`config.mk`:
```
export PLATFORM = sky130hd
export DESIGN_NAME = rbgm_ram
export DESIGN_NICKNAME = d
export VERILOG_FILES = /design/src/rtl/rbgm_ram.sv
export SDC_FILE = /design/constraint.sdc
export NUM_CORES = 2
export LEC_CHECK = 0
export BUFFER_PORTS_ARGS = -buffer_cell sky130_fd_sc_hd__buf_2
export CORE_AREA = 5 5 452 454
export CTS_BUF_LIST = sky130_fd_sc_hd__clkbuf_4 sky130_fd_sc_hd__clkbuf_8 sky130_fd_sc_hd__clkbuf_16
export CTS_CLUSTER_SIZE = 20
export DETAILED_ROUTE_END_ITERATION = 8
export DIE_AREA = 0 0 457 459
export MAX_ROUTING_LAYER = met4
export RECOVER_POWER = 50
export REMOVE_ABC_BUFFERS = 1
export SETUP_SLACK_MARGIN = 0.02
export SLEW_MARGIN = 30
export SYNTH_ARGS = -nofsm -noshare
export SYNTH_HDL_FRONTEND = slang
export SYNTH_SLANG_ARGS = --single-unit
```
`constraint.sdc`:
```
create_clock -name clk -period 2.6 [get_ports clk]
set_clock_uncertainty 0.15 [all_clocks]
set_input_delay 0.26 -clock clk [delete_from_list [all_inputs] [get_ports clk]]
set_output_delay 0.26 -clock clk [all_outputs]
set_load 0.02 [all_outputs]
```
`src/rtl/rbgm_ram.sv`:
```
// ----------------------------------------------------------------------------
// rbgm_ram
// Simple dual-port RAM: one write port, one read port with registered data.
// ----------------------------------------------------------------------------
module rbgm_ram #(
	parameter int WIDTH = 8,
	parameter int DEPTH = 256,
	parameter int AW    = (DEPTH > 1) ? $clog2(DEPTH) : 1
) (
	input  logic             clk,
	input  logic             we,
	input  logic [AW-1:0]    waddr,
	input  logic [WIDTH-1:0] wdata,
	input  logic [AW-1:0]    raddr,
	output logic [WIDTH-1:0] rdata
);

	logic [WIDTH-1:0] mem [DEPTH];

	always_ff @(posedge clk) begin
		if (we) begin
			mem[waddr] <= wdata;
		end
		rdata <= mem[raddr];
	end

endmodule

```
Word-level counts from Yosys, hierarchy flattened

Memory sizes are Yosys's and may differ from the RTL's. A register that Yosys moved wholly into a read port is not among the register bits.
Cells that the tools add are included.
W data, S select, Z words.

Register bits after elaboration: 0
RAM bits: 2,048
Input bits: 26
Output and inout port bits: 8
Logic and storage cells: 3
Memories: 1

Memory list:

| name | words | bits a word | read ports | clocked after Yosys merged registers in | write ports | line | RTL |
|---|---|---|---|---|---|---|---|
| mem  | 256   | 8           | 1          | 1                                       | 1           | 18   | `logic [WIDTH-1:0] mem [DEPTH];` |

Multiplexer cells: 2

Operators by type and width:

| kind    | number |
|---|---|
| $mux W1 | 2 |

Longest topological paths before layout

Depth in word-level cells: 2
Depth in mapped cells: 11
Gate-level depth less buffers: 6

Least setup slack after synthesis

OpenSTA, ideal clock, no wires.

Path kind: input port to flip-flop
Start point: in raddr[0]
End point: reg rdata[2] (read register of mem)
Arrival time: 2.067 ns
Data required time: 2.319 ns
Setup slack: 0.252 ns
Stages: 9
Buffers on the path: 4
Cell sequence: buf_6 buf_12 buf_8 buf_2 mux4_2 a22oi_1 a21oi_1 nor4_1 nor4_2

RTL lines:

| what               | line | RTL |
|---|---|---|
| start: declaration | 14   | `input logic [AW-1:0] raddr,` |
| end: declaration   | 15   | `output logic [WIDTH-1:0] rdata` |

==> summary.txt <==
Status
  • Violated checks: capacitance limit, slew limit
  • Status: finished, violations left

Place
  • HPWL Detailed: between 100,000 and 150,000 µm
  • Post-Place Cells: 6,912
  • Gp weighted congestion: approximately 0.85
  • Placed cell areas: 0.0882 mm²
  • IO buf count: 33

Yosys
  • Synthesized instance count: 3,733
  • Main flop type after synthesis: edfxtp_1
  • Synth warn: 0
  • #FFs+latches synth: 2,056
  • Synth async-reset ratio: 0
  • Synthesized area: 0.0796 mm²
  • Synth unique cells: 55
  • Dominant cell type by area after synthesis: edfxtp_1
  • EDFF count, synth: 2,048
  • Post-synthesis sequential area ratio: 0.775
  • Largest cells by area after synthesis: edfxtp_1 (77%), mux4_2 (13%), mux2i_1 (1.7%), nor2_1 (1.3%), a22oi_1 (1.3%)
  • Yosys top cell area share: 0.773
  • Avg Inst Size Synth: 21.3 µm²

Worst setup path
  • Largest stage delay on the critical path: 560 ps
  • Critical path required time: 3130 ps
  • Slowest CP cell: mux4_2
  • WP buf/inv: 1
  • Worst Setup End Kind: flip-flop
  • Startpoint types: flip-flop
  • Critical Path Fanout Max: 1
  • Most used cell, CP: mux4_2
  • Crit path max-delay family: multiplexers
  • Setup crit start: mem[82][4]
  • Worst r2r src: mem[82][4]
  • Critical path, cell by cell: mux4_2 -> mux4_2 -> nor2b_1 -> nor4_4 -> buf_4 -> nor4_1
  • CP Class: reg2reg
  • Data arrival time of the worst path: 3110 ps

Global routing
  • Vias in the first global route: 41,300
  • Largest net degree at the start of global routing: 96
  • Initial antenna violation count: 11
  • GRT Resource Usage Total: 0.201
  • First-pass GRT wire length: 300,000 µm
  • Overflow after GRT: 0

STA
  • Setup violators final: 0
  • Count of final hold-check violations: 0
  • Slew Viols, Final: roughly 220
  • Max_slew headroom: -0.546
  • Fin crit period: approximately 2600 ps
  • Final period util: 0.993
  • Slew @ Worst Pin: 2320 ps
  • RSZ-0062 raised after global routing: yes
  • Max frequency: 0.387 GHz

Hold path
  • Hold path startpoint: waddr[3]
  • HP Class: in2reg

Floorplanning
  • Die height: 459 µm
  • Rows: 164
  • I/O Pins: 34
  • DIE WIDTH: 457 µm
  • Starting Density: 0.399
  • Placeable core region: 0.199 mm²
  • Die Footprint: 0.210 mm²

Route
  • TritonRoute pass-1 iters: 5
  • Routed WL: 207,000 µm
  • Vias/cell: 5.59
  • Routed Antenna Nets: 0
  • Vias post-DR: between 40,000 and 50,000
  • Drt drc: 0
  • Drt wl/cell: ~28 µm
  • Starting DRT DRC Count: about 4,700

Clock tree
  • Total CTS buffers: ~210
  • Clock root buffer: clkbuf_16
  • Htree depth: 4
  • Sink Count: ~2,100
  • Worst-skew pair later-pin latency: 840 ps
  • Setup Fix Bufs, Post-CTS: 0
  • Clk slew on worst S/H paths: 60 ps
  • CTS tree: yes
  • Clock Tree Buf Depth: 3

Layout
  • Fin area: between 0.09 and 0.1 mm²
  • Final net count: 4,504
  • Layout cells sized above 1: 0.337
  • Fin cells: roughly 7,300
  • Area growth, synth to finish: 19.3%

Pwr
  • Max IR drop VDD: 0.535 mV
  • PwrDens: 738 mW/mm²
  • Static Leak: 30.8 nW

Flow run
  • Max Cap Violations: 3
-- cells by family after synthesis --
family,count (synthesis),share of synthesized area
buffers and inverters,235,0.0183
flip-flops,2056,0.775
AO/OA/AOI/OAI,385,0.0342
AND/OR/NAND/NOR,466,0.0263
multiplexers,591,0.146
-- path summary, 6_finish.rpt --
kind / endpoint / slack [ps] / cells after the start
setup / recovery: rdata[4] / 20 / 6
hold / removal: mem[174][0] / 80 / 4
setup reg to reg: rdata[4] / 20 / 6
hold reg to reg: rdata[6] / 940 / 6
-- report_power, final --
group	switching [mW]	internal (mW)
Clock	12.5	17.1
Sequential	0.0556	36.6
Combinational	2.35	1.54
Total	14.9	55.2
-- sequential cells by signal (all words and copies together) (netlist names) --
signal and cells:
mem 2048, rdata 8
-- Yosys cell counts (10+ instances only) --
library cell,instances
o221ai_1,46
nor2b_1,31
a21oi_1,96
mux4_2,454
buf_6,21
nand3_1,34
nor4_1,24
o22ai_1,28
buf_1,22
nor3_1,22
nand4_1,10
a211oi_1,16
buf_2,31
nor2_1,282
nand2_1,33
o211ai_1,10
edfxtp_1,2048
a221oi_1,13
a22oi_1,133
buf_8,13
buf_4,27
mux2i_1,134
o21ai_0,10
clkbuf_1,111
-- timing repair --
action                                 in CTS  in global routing
gates resized for setup                    11                  9
hold buffers                               12                  0
setup endpoints to repair                   6                  5
endpoints found under the hold margin    1204                  0
pin swaps                                   1                  3
-- worst min-delay path: stages --
cell,delay (ps)
buf_2,170
nand3_1,220
nor2_1,80
buf_4,150
-- metal layers --
metal,GRT usage,up-vias,share of wire
met2,0.322,1540,0.49
met3,0.0297,281,0.067
met1,0.278,21800,0.42
met4,0.0446,0,0.020
met5,-,-,0
li1,-,17200,-
-- layout by cell type, fill, tap and decap left out, types with 6 or more instances in the layout --
cell,n
nand2_1,33
clkbuf_16,209
buf_2,21
o221ai_1,46
a221oi_1,12
a22oi_1,133
nor3_1,20
inv_6,11
a22o_1,8
clkbuf_1,14
nor4_1,16
nor2b_1,28
mux4_2,454
nand4_1,10
clkinvlp_4,7
a21oi_1,96
o21ai_0,10
clkinv_1,51
clkinv_2,39
buf_4,632
o22ai_1,28
clkbuf_2,11
clkbuf_4,42
mux2i_1,134
a211oi_1,14
and2_1,6
clkbuf_8,8
nor2_1,279
edfxtp_1,2048
nand3_1,31
o211ai_1,10
buf_12,66
bufinv_16,18
nand2b_1,8
dlygate4sd3_1,12
dfxtp_1,8
nor4_2,6
-- cell type report --
cell class,count,area (µm²)
fillers,16300,104000
flip-flops and latches,2056,61700
multi-input cells,1442,16600
repair buffers,768,6520
clock buffers,254,5620
well taps,2656,3320
clock inverters,129,1160
inverters,2,7.51
diodes,3,7.51
-- stage by stage --
| step | worst slack (ps) | utilization | total power [mW] | TNS [ps] | hold WS [ps] |
|---|---|---|---|---|---|
| finish | 18.4 | 0.477 | 70.1 | 0 | 80.8 |
| global route | 3.56 | 0.477 | 72.2 | 0 | 50.5 |
| CTS | -2.51 | 0.478 | 70.6 | -2.51 | 4.04 |
| detailed placement | -1220 | 0.443 | 41.2 | -7630 | 479 |
| global placement | -1360 | 0.442 | 41.2 | -8300 | 478 |
| floorplan | -218 | - | 38.6 | -1420 | 209 |
(Power assumes the default switching activity.)
