$ cat src/rtl/rbgm_pkg.sv
// ----------------------------------------------------------------------------
// rbgm_pkg
// Shared types and codes of the region border glow map.
// ----------------------------------------------------------------------------
package rbgm_pkg;

	localparam logic [1:0] ACT_PALETTE = 2'd0;
	localparam logic [1:0] ACT_WRITE   = 2'd1;
	localparam logic [1:0] ACT_COMPUTE = 2'd2;
	localparam logic [1:0] ACT_READ    = 2'd3;

	localparam logic [2:0] REG_MAP_SIZE      = 3'd0;
	localparam logic [2:0] REG_ALPHA_MAX     = 3'd1;
	localparam logic [2:0] REG_ALPHA_FALLOFF = 3'd2;
	localparam logic [2:0] REG_OWNER_MASK    = 3'd3;
	localparam logic [2:0] REG_PLAYER_COUNT  = 3'd4;

	localparam logic [8:0] RST_MAP_SIZE      = 9'd256;
	localparam logic [7:0] RST_ALPHA_MAX     = 8'hC0;
	localparam logic [7:0] RST_ALPHA_FALLOFF = 8'h20;
	localparam logic [7:0] RST_OWNER_MASK    = 8'd31;
	localparam logic [5:0] RST_PLAYER_COUNT  = 6'd0;

	localparam logic [23:0] COLOR_MAGENTA = 24'hFF00FF;

	typedef struct packed {
		logic [7:0] alpha_max;
		logic [7:0] alpha_falloff;
		logic [7:0] owner_mask;
	} cfg_t;

endpackage

$ cat src/rtl/rbgm_engine.sv
// ----------------------------------------------------------------------------
// rbgm_engine
// Sequencer that clears the alpha memory after reset and runs the compute:
// border marking, row and column sweeps, and the final alpha_max knockout.
// ----------------------------------------------------------------------------
module rbgm_engine #(
	parameter int MAX_SIDE = 256,
	parameter int SW       = $clog2(MAX_SIDE + 1),
	parameter int DAW      = $clog2(MAX_SIDE * MAX_SIDE)
) (
	input  logic              clk,
	input  logic              arst_n,
	input  logic              start,
	input  logic [SW-1:0]     side,
	input  rbgm_pkg::cfg_t    cfg,
	output logic              busy,
	output logic [DAW-1:0]    own_raddr,
	input  logic [7:0]        own_rdata,
	output logic [DAW-1:0]    alp_raddr,
	input  logic [7:0]        alp_rdata,
	output logic              alp_we,
	output logic [DAW-1:0]    alp_waddr,
	output logic [7:0]        alp_wdata
);
	import rbgm_pkg::*;

	localparam logic [1:0] ST_CLEAR = 2'd0;
	localparam logic [1:0] ST_IDLE  = 2'd1;
	localparam logic [1:0] ST_EDGE  = 2'd2;
	localparam logic [1:0] ST_SWEEP = 2'd3;

	localparam logic [1:0] PASS_ROW = 2'd0;
	localparam logic [1:0] PASS_COL = 2'd1;
	localparam logic [1:0] PASS_FIN = 2'd2;

	localparam logic [2:0] STEP_LAST = 3'd5;

	logic [1:0]     state_q;
	logic [DAW-1:0] clr_q;
	logic [SW-1:0]  x_q, y_q, l_q, k_q;
	logic [2:0]     step_q;
	logic [7:0]     cen_q;
	logic           edge_q;
	logic [1:0]     pass_q;
	logic           dir_q;
	logic [7:0]     a_q;
	logic [DAW-1:0] addr_s1;

	logic [SW-1:0]  nx, ny, pos, sw_x, sw_y;
	logic [7:0]     own_m;
	logic           edge_fin;
	logic [8:0]     dec;
	logic [7:0]     a_next;

	function automatic logic [DAW-1:0] cell_addr(input logic [SW-1:0] cx,
			input logic [SW-1:0] cy);
		cell_addr = DAW'(cy) * DAW'(MAX_SIDE) + DAW'(cx);
	endfunction

	always_comb begin
		nx = x_q;
		ny = y_q;
		case (step_q)
			3'd1: if (x_q != '0) nx = x_q - 1'b1;
			3'd2: if (x_q + 1'b1 < side) nx = x_q + 1'b1;
			3'd3: if (y_q != '0) ny = y_q - 1'b1;
			3'd4: if (y_q + 1'b1 < side) ny = y_q + 1'b1;
			default: ;
		endcase
		own_raddr = cell_addr(nx, ny);
		own_m     = own_rdata & cfg.owner_mask;
		edge_fin  = edge_q | (own_m != cen_q);

		pos  = dir_q ? SW'(side - k_q - 1'b1) : k_q;
		sw_x = (pass_q == PASS_COL) ? l_q : pos;
		sw_y = (pass_q == PASS_COL) ? pos : l_q;
		alp_raddr = cell_addr(sw_x, sw_y);

		// Decay toward the running peak, floored at the stored value.
		dec = {1'b0, a_q} - {1'b0, cfg.alpha_falloff};
		if (!dec[8] && dec[7:0] > alp_rdata) begin
			a_next = dec[7:0];
		end else begin
			a_next = alp_rdata;
		end

		alp_we    = 1'b0;
		alp_waddr = addr_s1;
		alp_wdata = a_next;
		case (state_q)
			ST_CLEAR: begin
				alp_we    = 1'b1;
				alp_waddr = clr_q;
				alp_wdata = '0;
			end
			ST_EDGE: begin
				alp_we    = (step_q == STEP_LAST);
				alp_waddr = cell_addr(x_q, y_q);
				alp_wdata = edge_fin ? cfg.alpha_max : 8'd0;
			end
			ST_SWEEP: begin
				alp_we = (k_q != '0);
				if (pass_q == PASS_FIN) begin
					alp_wdata = (alp_rdata == cfg.alpha_max) ? 8'd0 : alp_rdata;
				end
			end
			default: ;
		endcase
	end

	assign busy = (state_q != ST_IDLE);

	always_ff @(posedge clk) begin
		addr_s1 <= alp_raddr;
	end

	always_ff @(posedge clk or negedge arst_n) begin
		if (!arst_n) begin
			state_q <= ST_CLEAR;
			clr_q   <= '0;
			x_q     <= '0;
			y_q     <= '0;
			l_q     <= '0;
			k_q     <= '0;
			step_q  <= '0;
			cen_q   <= '0;
			edge_q  <= 1'b0;
			pass_q  <= PASS_ROW;
			dir_q   <= 1'b0;
			a_q     <= '0;
		end else begin
			case (state_q)
				ST_CLEAR: begin
					clr_q <= clr_q + 1'b1;
					if (clr_q == DAW'(MAX_SIDE * MAX_SIDE - 1)) state_q <= ST_IDLE;
				end
				ST_IDLE: begin
					if (start) begin
						state_q <= ST_EDGE;
						x_q     <= '0;
						y_q     <= '0;
						step_q  <= '0;
					end
				end
				ST_EDGE: begin
					// Reads go out on steps 0..4; their data is registered and used on steps 1..5.
					if (step_q == 3'd1) begin
						cen_q  <= own_m;
						edge_q <= (own_m == 8'd0);
					end else if (step_q != 3'd0) begin
						edge_q <= edge_fin;
					end
					if (step_q == STEP_LAST) begin
						step_q <= '0;
						if (x_q == side - 1'b1) begin
							x_q <= '0;
							if (y_q == side - 1'b1) begin
								state_q <= ST_SWEEP;
								pass_q  <= PASS_ROW;
								dir_q   <= 1'b0;
								l_q     <= '0;
								k_q     <= '0;
								a_q     <= '0;
							end else begin
								y_q <= y_q + 1'b1;
							end
						end else begin
							x_q <= x_q + 1'b1;
						end
					end else begin
						step_q <= step_q + 1'b1;
					end
				end
				ST_SWEEP: begin
					if (k_q != side) begin
						k_q <= k_q + 1'b1;
						if (k_q != '0) a_q <= a_next;
					end else begin
						k_q <= '0;
						a_q <= '0;
						if (pass_q != PASS_FIN && !dir_q) begin
							dir_q <= 1'b1;
						end else begin
							dir_q <= 1'b0;
							if (l_q == side - 1'b1) begin
								l_q <= '0;
								case (pass_q)
									PASS_ROW: pass_q  <= PASS_COL;
									PASS_COL: pass_q  <= PASS_FIN;
									default:  state_q <= ST_IDLE;
								endcase
							end else begin
								l_q <= l_q + 1'b1;
							end
						end
					end
				end
				default: state_q <= ST_IDLE;
			endcase
		end
	end

	a_edge_step: assert property (@(posedge clk) disable iff (!arst_n)
		state_q == ST_EDGE |-> step_q <= STEP_LAST)
		else $error("edge step counter out of range");
	a_start_idle: assert property (@(posedge clk) disable iff (!arst_n)
		start |-> state_q == ST_IDLE)
		else $error("compute started while engine busy");
	a_sweep_len: assert property (@(posedge clk) disable iff (!arst_n)
		state_q == ST_SWEEP |-> k_q <= side)
		else $error("sweep position beyond side");

endmodule
$ cat config.mk
export PLATFORM = sky130hd
export DESIGN_NAME = rbgm_engine
export DESIGN_NICKNAME = d
export VERILOG_FILES = /design/src/rtl/rbgm_pkg.sv /design/src/rtl/rbgm_engine.sv
export SDC_FILE = /design/constraint.sdc
export NUM_CORES = 1
export LEC_CHECK = 0
export ABC_CLOCK_PERIOD_IN_PS = 11100
export BUFFER_PORTS_ARGS = -buffer_cell sky130_fd_sc_hd__buf_2
export CAP_MARGIN = 10
export CORE_ASPECT_RATIO = 1.1
export CORE_MARGIN = 1.5
export CORE_UTILIZATION = 45
export CTS_CLUSTER_DIAMETER = 50
export DETAILED_ROUTE_END_ITERATION = 10
export GPL_ROUTABILITY_DRIVEN = 1
export PLACE_DENSITY_LB_ADDON = 0.1
export SKIP_LAST_GASP = 1
export SLEW_MARGIN = 10
export SYNTH_ARGS = -nofsm -noshare
export SYNTH_HDL_FRONTEND = slang
export SYNTH_SLANG_ARGS = --single-unit
$ cat constraint.sdc
create_clock -name clk -period 11.1 [get_ports clk]
set_input_delay 1.11 -clock clk [delete_from_list [all_inputs] [get_ports clk]]
set_output_delay 1.11 -clock clk [all_outputs]
set_load 0.1 [all_outputs]
# Yosys cells after proc, flatten, opt, wreduce, memory -nomap -nowiden
# Index checks and enable logic that the tools add are counted.
op_classes:
  addsub: 15
  n_lt_le_gt_ge: 3
  n_eq_ne: 31
  mux: 68
  bitwise_logic: 2
  reduce_logical: 26
ops:
  columns: ["cell", "n"]
  rows:
  - ["two-way mux 9 bit", 17]
  - ["two-way mux 8 bit", 12]
  - ["case mux 9 bit (2 select lines)", 5]
  - ["adder 16 x 9 -> 16 bit", 3]
  - ["adder 9 x 1 -> 9 bit (second input constant)", 4]
  - ["case mux 16 bit (2 select lines)", 1]
  - ["case mux 8 bit (2 select lines)", 2]
  - ["two-way mux 2 bit", 15]
  - ["equality test 9 bit", 3]
  - ["nonzero test 9 bit", 3]
  - ["subtractor 9 x 1 -> 9 bit (second input constant)", 3]
  - ["case mux 8 bit (3 select lines)", 1]
  - ["inequality test 2 bit (second input constant)", 11]
  - ["< comparator 9 bit", 2]
  - ["adder 16 x 1 -> 16 bit (second input constant)", 1]
  - ["equality test 16 bit (second input constant)", 1]
  - ["AND reduction 5 bit", 3]
  - ["inequality test 9 bit", 1]
  - ["AND reduction 9 bit", 1]
  - ["subtractor 8 x 8 -> 9 bit", 1]
  - ["subtractor 9 bit", 1]
  - ["AND 8 bit", 1]
  - ["equality test 8 bit", 1]
  - ["greater-than comparator 8 bit", 1]
  - ["31 further kinds", 51]
totals:
  regBits: 93
  inputBits: 52
  out_inout_bits: 58
  elab_cells: 158

# Logic depth before layout (Yosys ltp)
# Gate-level depths: netlist (run 1).
logic_depth:
  depth_word: 7
  ltp_mapped: 18
  depth_no_buf: 18

# Worst setup path before layout (run 1)
# Ideal clock, no wire load.
synth_path:
  kind: "input to output"
  start: "input cfg[8] (netlist bit)"
  end: "output alp_wdata[0]"
  arrival_time_ps: 5119
  required_time_ps: 9990
  setup_slack_ps: 4871
  path_stages: 15
  path_buffers: 0
  cell_sequence: "ha_1 > inv_1 > fa_1 > a21o_1 > a21oi_1 > o21ai_0 > nor2_1 > xnor2_1 > ha_1 > nand4_1 > o21bai_1 > a211oi_2 > mux2i_1 > o21a_1 > nor2_1"
synth_between:
  elab_chain_len: 6
  elab_cells_between_ends: 7
  cone_classes: "1 x add/sub; 1 x order compare; 3 x mux; 2 x reduce/logical"
synth_rtl:
  columns: ["item", "line", "rtl"]
  rows:
  - ["start: declaration", "rbgm_engine.sv:15", "input rbgm_pkg::cfg_t cfg,"]
  - ["subtractor 8 x 8 -> 9 bit *", "rbgm_engine.sv:80", "dec = {1'b0, a_q} - {1'b0, cfg.alpha_falloff};"]
  - ["greater-than comparator 8 bit or logical NOT 1 bit (tied branches)", "rbgm_engine.sv:81", "if (!dec[8] && dec[7:0] > alp_rdata) begin"]
  - ["logical AND 1 bit", "rbgm_engine.sv:81", null]
  - ["two-way mux 8 bit *", "rbgm_engine.sv:81", null]
  - ["two-way mux 8 bit", "rbgm_engine.sv:103", "if (pass_q == PASS_FIN) begin"]
  - ["case mux 8 bit (3 select lines) *", "rbgm_engine.sv:90", "case (state_q)"]
  - ["end: declaration", "rbgm_engine.sv:23", "output logic [7:0] alp_wdata"]
# Mark *: on every way between the ends. The rest lies on a longest branch, timed or not.

# Final worst setup path (run 1)
layout_path:
  start: "register y_q[2]"
  end: "output own_raddr[15]"
layout_between:
  elab_chain_len: 5
  elab_cells_between_ends: 8
  cone_classes: "3 x add/sub; 1 x order compare; 3 x mux; 1 x reduce/logical"
layout_rtl:
  columns: ["item", "line", "rtl"]
  rows:
  - ["start: declaration", "rbgm_engine.sv:40", "logic [SW-1:0] x_q, y_q, l_q, k_q;"]
  - ["start signal: assignment", "rbgm_engine.sv:165", "y_q <= y_q + 1'b1;"]
  - ["adder 9 x 1 -> 9 bit", "rbgm_engine.sv:67", "3'd4: if (y_q + 1'b1 < side) ny = y_q + 1'b1;"]
  - ["< comparator 9 bit", "rbgm_engine.sv:67", null]
  - ["two-way mux 8 bit", "rbgm_engine.sv:67", null]
  - ["case mux 8 bit (2 select lines) *", "rbgm_engine.sv:63", "case (step_q)"]
  - ["adder 16 x 9 -> 16 bit *", "rbgm_engine.sv:57", "cell_addr = DAW'(cy) * DAW'(MAX_SIDE) + DAW'(cx);"]
  - ["end: declaration", "rbgm_engine.sv:17", "output logic [DAW-1:0] own_raddr,"]
# Marked as above.

==> flow_summary.yaml, run 1 <==
status:
  outcome: "finished, final reports clean"
clock_network:
  postCtsHoldBufs: 0
  ctsResizeCount: 0
  clk_latency_ps: 360
  postCtsSetupBuffers: 0
  clk_pin_slew_ps: 80
  cts.sinks: 93
  cts_buffers: 9
  htreeDepth: 3
  cts_root_buf: "clkbuf_16"
  cts_tree: "yes"
  clock_path_buffers: 2
layout:
  syn_to_final_growth_pct: 11.1
  antennaDiodeCount: 0
  fin_nets: 1255
  drive_above_1_share: 0.135
  final_common_cell: "nand2_1"
  instances_no_fill: 1386
  fillers: 1881
  layout.cells.most_common_list: "nand2_1 (125), buf_2 (108), nor2_1 (83)"
worst_setup_path:
  crit_arrival_ps: 4930
  critPathMaxFanout: 19
  worstSetupPathType: "register to primary output"
  required_ps: 9990
  start_kind: "register"
  cp-end-kind: "primary output"
sta:
  setup_viol: 0
  max_freq_mhz: 165
  worst_pin_slew_ps: 1060
  rsz0062_at_grt: "no"
  finalCritPeriodShare: 0.545
  period_needed_ps: 6040
  fin_skew_ps: 10.4
  maxSlewHeadroom: 0.291
  fin_setup_tns_ps: 0
  slew_viol_final: 0
  hold_violations: 0
floorplan:
  rows: 52
  die_h_um: 147
  die_x_um: 134
  core_area_mm2: 0.0185
  initial_core_util: 0.460
  die_area_mm2: 0.0197
  boundaryPins: 110
logic_synthesis:
  synthArstFlopShare: 0.828
  synthFlopType: "dfrtp_1"
  yosysTopAreaCell: "dfrtp_1"
  synthTopCellsByArea: "dfrtp_1 (23%), ha_1 (9.3%), xnor2_1 (6.1%)"
  yosysUniqueCellTypes: 81
  syn_area_per_cell_um2: 7.92
  yosysSeqAreaShare: 0.264
  yosysWarningCount: 0
  ys_ff_latch: 93
  synth_top_area_share: 0.227
  synth_edf_count: 0
  syn_nets: 1190
  synth_cells: 1073
  syn-cell-area_mm2: 0.00850
drt:
  drtAntennaViolNets: 0
  drc: 0
  drtPass1Iterations: 5
  routed_wl_um: 24100
  num_vias: 7934
  drtIter0Drc: 454
  via_per_inst: 5.72
  avgRoutedWirePerCell_um: 17.4
global_routing:
  grt_start_max_net_pins: 46
  antenna_found_initial: 0
  grt_pass1_vias: 7388
  grt_pass1_wl_um: 38800
  grt_usage: 0.246
  gr-total-overflow: 0
power:
  p_leak_nw: 4.29
  worst_ir_drop_vdd_mv: 0.277
  power_density_mw_per_mm2: 255
min_path:
  hold_path.class: "register to register"
placed_design:
  io_buffers: 109
  gp_congestion: 0.856
  dp_hpwl_um: 18600
  placed_cells: 1370
job:
  cap_violations: 0
[synthesized netlist by cell type (4+ instances only)]
cell	count
a31oi_1	18
and3_1	15
o21ai_0	80
a211o_1	4
nand2b_1	14
xor2_1	47
nor4_1	10
o41ai_1	5
ha_1	63
or3_1	8
o21a_1	18
inv_1	54
a21oi_1	45
nor2b_1	12
buf_2	5
and2_1	5
dfxtp_1	16
a221oi_1	8
nand2_1	125
xnor2_1	59
a21o_1	9
nand3_1	45
o211ai_1	10
nor2_1	83
buf_1	7
a22oi_1	17
mux2_2	4
nand4_1	20
mux2i_1	21
nor3b_1	4
nor3_1	26
o31ai_1	14
clkbuf_1	45
o2bb2ai_1	9
dfrtp_1	77
[per-layer routing]
metal,GRT usage,vias to the layer above,part of all wire
li1,-,3962,-
met1,0.329,3770,0.47
met2,0.426,178,0.49
met3,0.0269,24,0.035
met4,0.0629,0,0.014
met5,0,-,0
[kinds of logic (layout without fill, tap and decap cells)]
kind of cell	Yosys count	after routing	synth area share
buffers and inverters	117	187	0.0543
adder cells (fa/ha/maj)	65	65	0.0975
AND/OR/NAND/NOR	394	394	0.230
XOR/XNOR	108	108	0.115
AO/OA/AOI/OAI	271	271	0.209
multiplexers	25	25	0.0300
flip-flops	93	93	0.264
[report_power, final]
| group | internal [mW] | leakage [nW] | switching, mW |
|---|---|---|---|
| logic | 0.381 | 2.99 | 1.19 |
| clock network | 0.177 | 0.136 | 0.151 |
| registers | 0.416 | 1.17 | 0.0957 |
[critical path: stages (launching register included)]
cell and delay (ps):
dfrtp_1 770, and3_1 310, nand3_1 270, nor2_1 300, xor2_1 190, ha_1 270
a21o_1 190, a21oi_1 300, nand2_1 160, nor2_1 230, nor3_1 80, a31oi_1 180
ha_1 200, o211ai_1 160, nor4_1 360, xor2_1 170, buf_2 440
[stage by stage]
stage	hold WS [ps]	power [mW]	area, um2	util	worst slack, ps
floorplan	450	1.79	8500	-	4870
global placement	470	2.08	9140	0.495	5150
detailed placement	475	2.09	9140	0.495	5100
CTS	494	2.42	9440	0.511	5050
global route	511	2.56	9440	0.511	4750
finish	489	2.41	9440	0.511	5060
[state kept, by name, summed over array words and instances, names as in the netlist]
register / cells
a_q: 8
addr_s1: 16
cen_q: 8
clr_q: 16
dir_q: 1
edge_q: 1
k_q: 9
l_q: 9
pass_q: 2
state_q: 2
step_q: 3
x_q: 9
y_q: 9
[final cells by class]
class	instances	area, um2	share of cell area
Sequential cell	93	2250	0.238
Clock buffer	10	229	0.0243
Tap cell	243	304	0.0322
Inverter	57	214	0.0227
Timing Repair Buffer	114	586	0.0620
Clock inverter	6	70.1	0.00742
Multi-Input combinational cell	863	5790	0.613
[path summary, 6_finish.rpt]
path                            endpoint  slack [ps]  startpoint  cells past startpoint
max reg2reg                       a_q[7]        7310      a_q[0]                     15
max                        own_raddr[15]        5060      y_q[2]                     16
max in group asynchronous         y_q[6]        9400      arst_n                      2
min reg2reg                       edge_q         490      edge_q                      2
min                               edge_q         490      edge_q                      2
min in group asynchronous         a_q[3]         700      arst_n                      1
(Power assumes the default switching activity.)
==> run 2, diff against run 1 <==
ABC_CLOCK_PERIOD_IN_PS = 6060   (was 11100)
clock period = 6.06 ns   (was 11.1 ns; I/O delays follow)
==> flow_summary.yaml, run 2 (synthesis results as in run 1) <==
worst_setup_path:
  r2r_start: "a_q[0]"
  critPathMaxStageDelay_ps: 720
  cp-endpoint: "own_raddr[15]"
  crit_buf_inv: 1
  path_depth: 16
  r2r_cells: 15
  worstSetupPathType: "register to primary output"
  worst_path_max_delay_cell: "dfrtp_1"
  rr_endpoint: "a_q[4]"
  critical_path.startpoint: "y_q[2]"
  required_ps: 5450
  critPathMaxFanout: 19
  worstPathCellList: "and3_1 > nand3_1 > nor2_1 > xor2_1 > ha_1 > a21o_1 > a21oi_1 > nand2_1 > nor2_1 > nor3_1 > a31oi_1 > ha_1 > o211ai_1 > nor4_1 > xor2_1 > buf_2"
  crit_arrival_ps: 4790
  cp-end-kind: "primary output"
  path_delay_family: "simple AND/OR/NAND/NOR gates"
  start_kind: "register"
  r2r_slack_ps: 2310
drt:
  met3WireLength_um: 1090
  drtIter0Drc: 612
  num_vias: 8036
  routed_wl_um: 24900
  route.met2.wl_um: 11900
  via_per_inst: 5.79
  drtAntennaViolNets: 0
  drt-met1-wl_um: 11100
  highest_layer: "met4"
  drtPass1Iterations: 5
  avgRoutedWirePerCell_um: 17.9
  drc: 0
layout:
  syn_to_final_growth_pct: 11.3
  layout.cells.most_common_list: "nand2_1 (125), buf_2 (108), nor2_1 (83)"
  fillers: 1877
  drive_above_1_share: 0.137
  final_common_cell: "nand2_1"
  instances_no_fill: 1388
  antennaDiodeCount: 0
  top_regs: "addr_s1 (16), clr_q (16)"
  fin_nets: 1257
global_routing:
  grt_pass1_wl_um: 40700
  grt_pass1_vias: 7768
  antenna_found_initial: 0
  gr-total-overflow: 0
  grt_start_max_net_pins: 46
  grt_usage: 0.259
status:
  outcome: "finished, final reports clean"
sta:
  fin_skew_ps: 8.93
  worst_pin_slew_ps: 1240
  setup_ws_ps: 667
  rsz0062_at_grt: "no"
  finalCritPeriodShare: 0.890
  slew_viol_final: 0
  period_needed_ps: 5390
  max_freq_mhz: 185
  hold_ws_ps: 186
  maxSlewHeadroom: 0.170
  setup_viol: 0
  fin_setup_tns_ps: 0
  hold_violations: 0
power:
  p_leak_nw: 4.31
  worst_ir_drop_vdd_mv: 0.435
  power_density_mw_per_mm2: 468
clock_network:
  cts.sinks: 93
  cts_root_buf: "clkbuf_16"
  clock_path_buffers: 2
  ctsResizeCount: 0
  cts_buffers: 9
  clk_pin_slew_ps: 70
  htreeDepth: 3
  postCtsSetupBuffers: 0
  clk_latency_ps: 360
  postCtsHoldBufs: 0
  cts_tree: "yes"
placed_design:
  gp_congestion: 0.862
  dp_hpwl_um: 19000
  io_buffers: 109
  post-place-ws_ps: 1030
  placed_cells: 1372
floorplan:
  die_h_um: 147
  die_x_um: 134
  die_area_mm2: 0.0197
  boundaryPins: 110
  rows: 52
  initial_core_util: 0.460
  core_area_mm2: 0.0185
min_path:
  hold_path.class: "input pin to asynchronous set/reset pin"
job:
  cap_violations: 0
run 2: final cells by class:
type                    instances  area, um2  area share
repair buffers                116        601      0.0635
clock buffers                  10        239      0.0253
well taps                     243        304      0.0322
inverters                      57        214      0.0226
clock inverters                 6       62.6     0.00662
multi-input cells             863       5790       0.612
flip-flops and latches         93       2250       0.238
run 2: per-layer routing:
layer,vias up,global-route usage
met5,-,0
met4,0,0.104
met3,48,0.0235
met2,224,0.432
met1,3795,0.347
li1,3969,-
run 2: worst reg2reg max path, delay by kind of cell, from the launching register on:
kind,cells,cell delay [ps]
compound gates,6,1570
xor+xnor,1,100
fa+ha+maj,3,860
buf+inv,2,120
flops,1,400
mux,1,350
simple gates,2,240
run 2: how the worst min path moves through the flow:
stage / depth (start not counted) / slack [ps] / to
6_report: 1 / 190 / a_q[3]
5_1_grt: 1 / 220 / a_q[0]
4_1_cts: 1 / 200 / a_q[1]
3_5_place_dp: 2 / 480 / edge_q
3_3_place_gp: 2 / 470 / edge_q
2_1_floorplan: 0 / 310 / a_q[0]
run 2: report_power, final:
part / total, mW / leakage (nW) / internal [mW] / switching (mW)
sequential: 0.944 / 1.17 / 0.762 / 0.181
clock: 0.589 / 0.149 / 0.302 / 0.287
combinational: 2.90 / 3.00 / 0.704 / 2.19
total: 4.43 / 4.31 / 1.77 / 2.66
run 2: stage by stage:
stage                     power [mW]   util  area, um2
after global routing            4.72  0.512       9460
after global placement          3.84  0.495       9150
after detailed placement        3.85  0.495       9150
after CTS                       4.45  0.512       9460
after floorplan                 3.28      -       8500
final                           4.43  0.512       9460
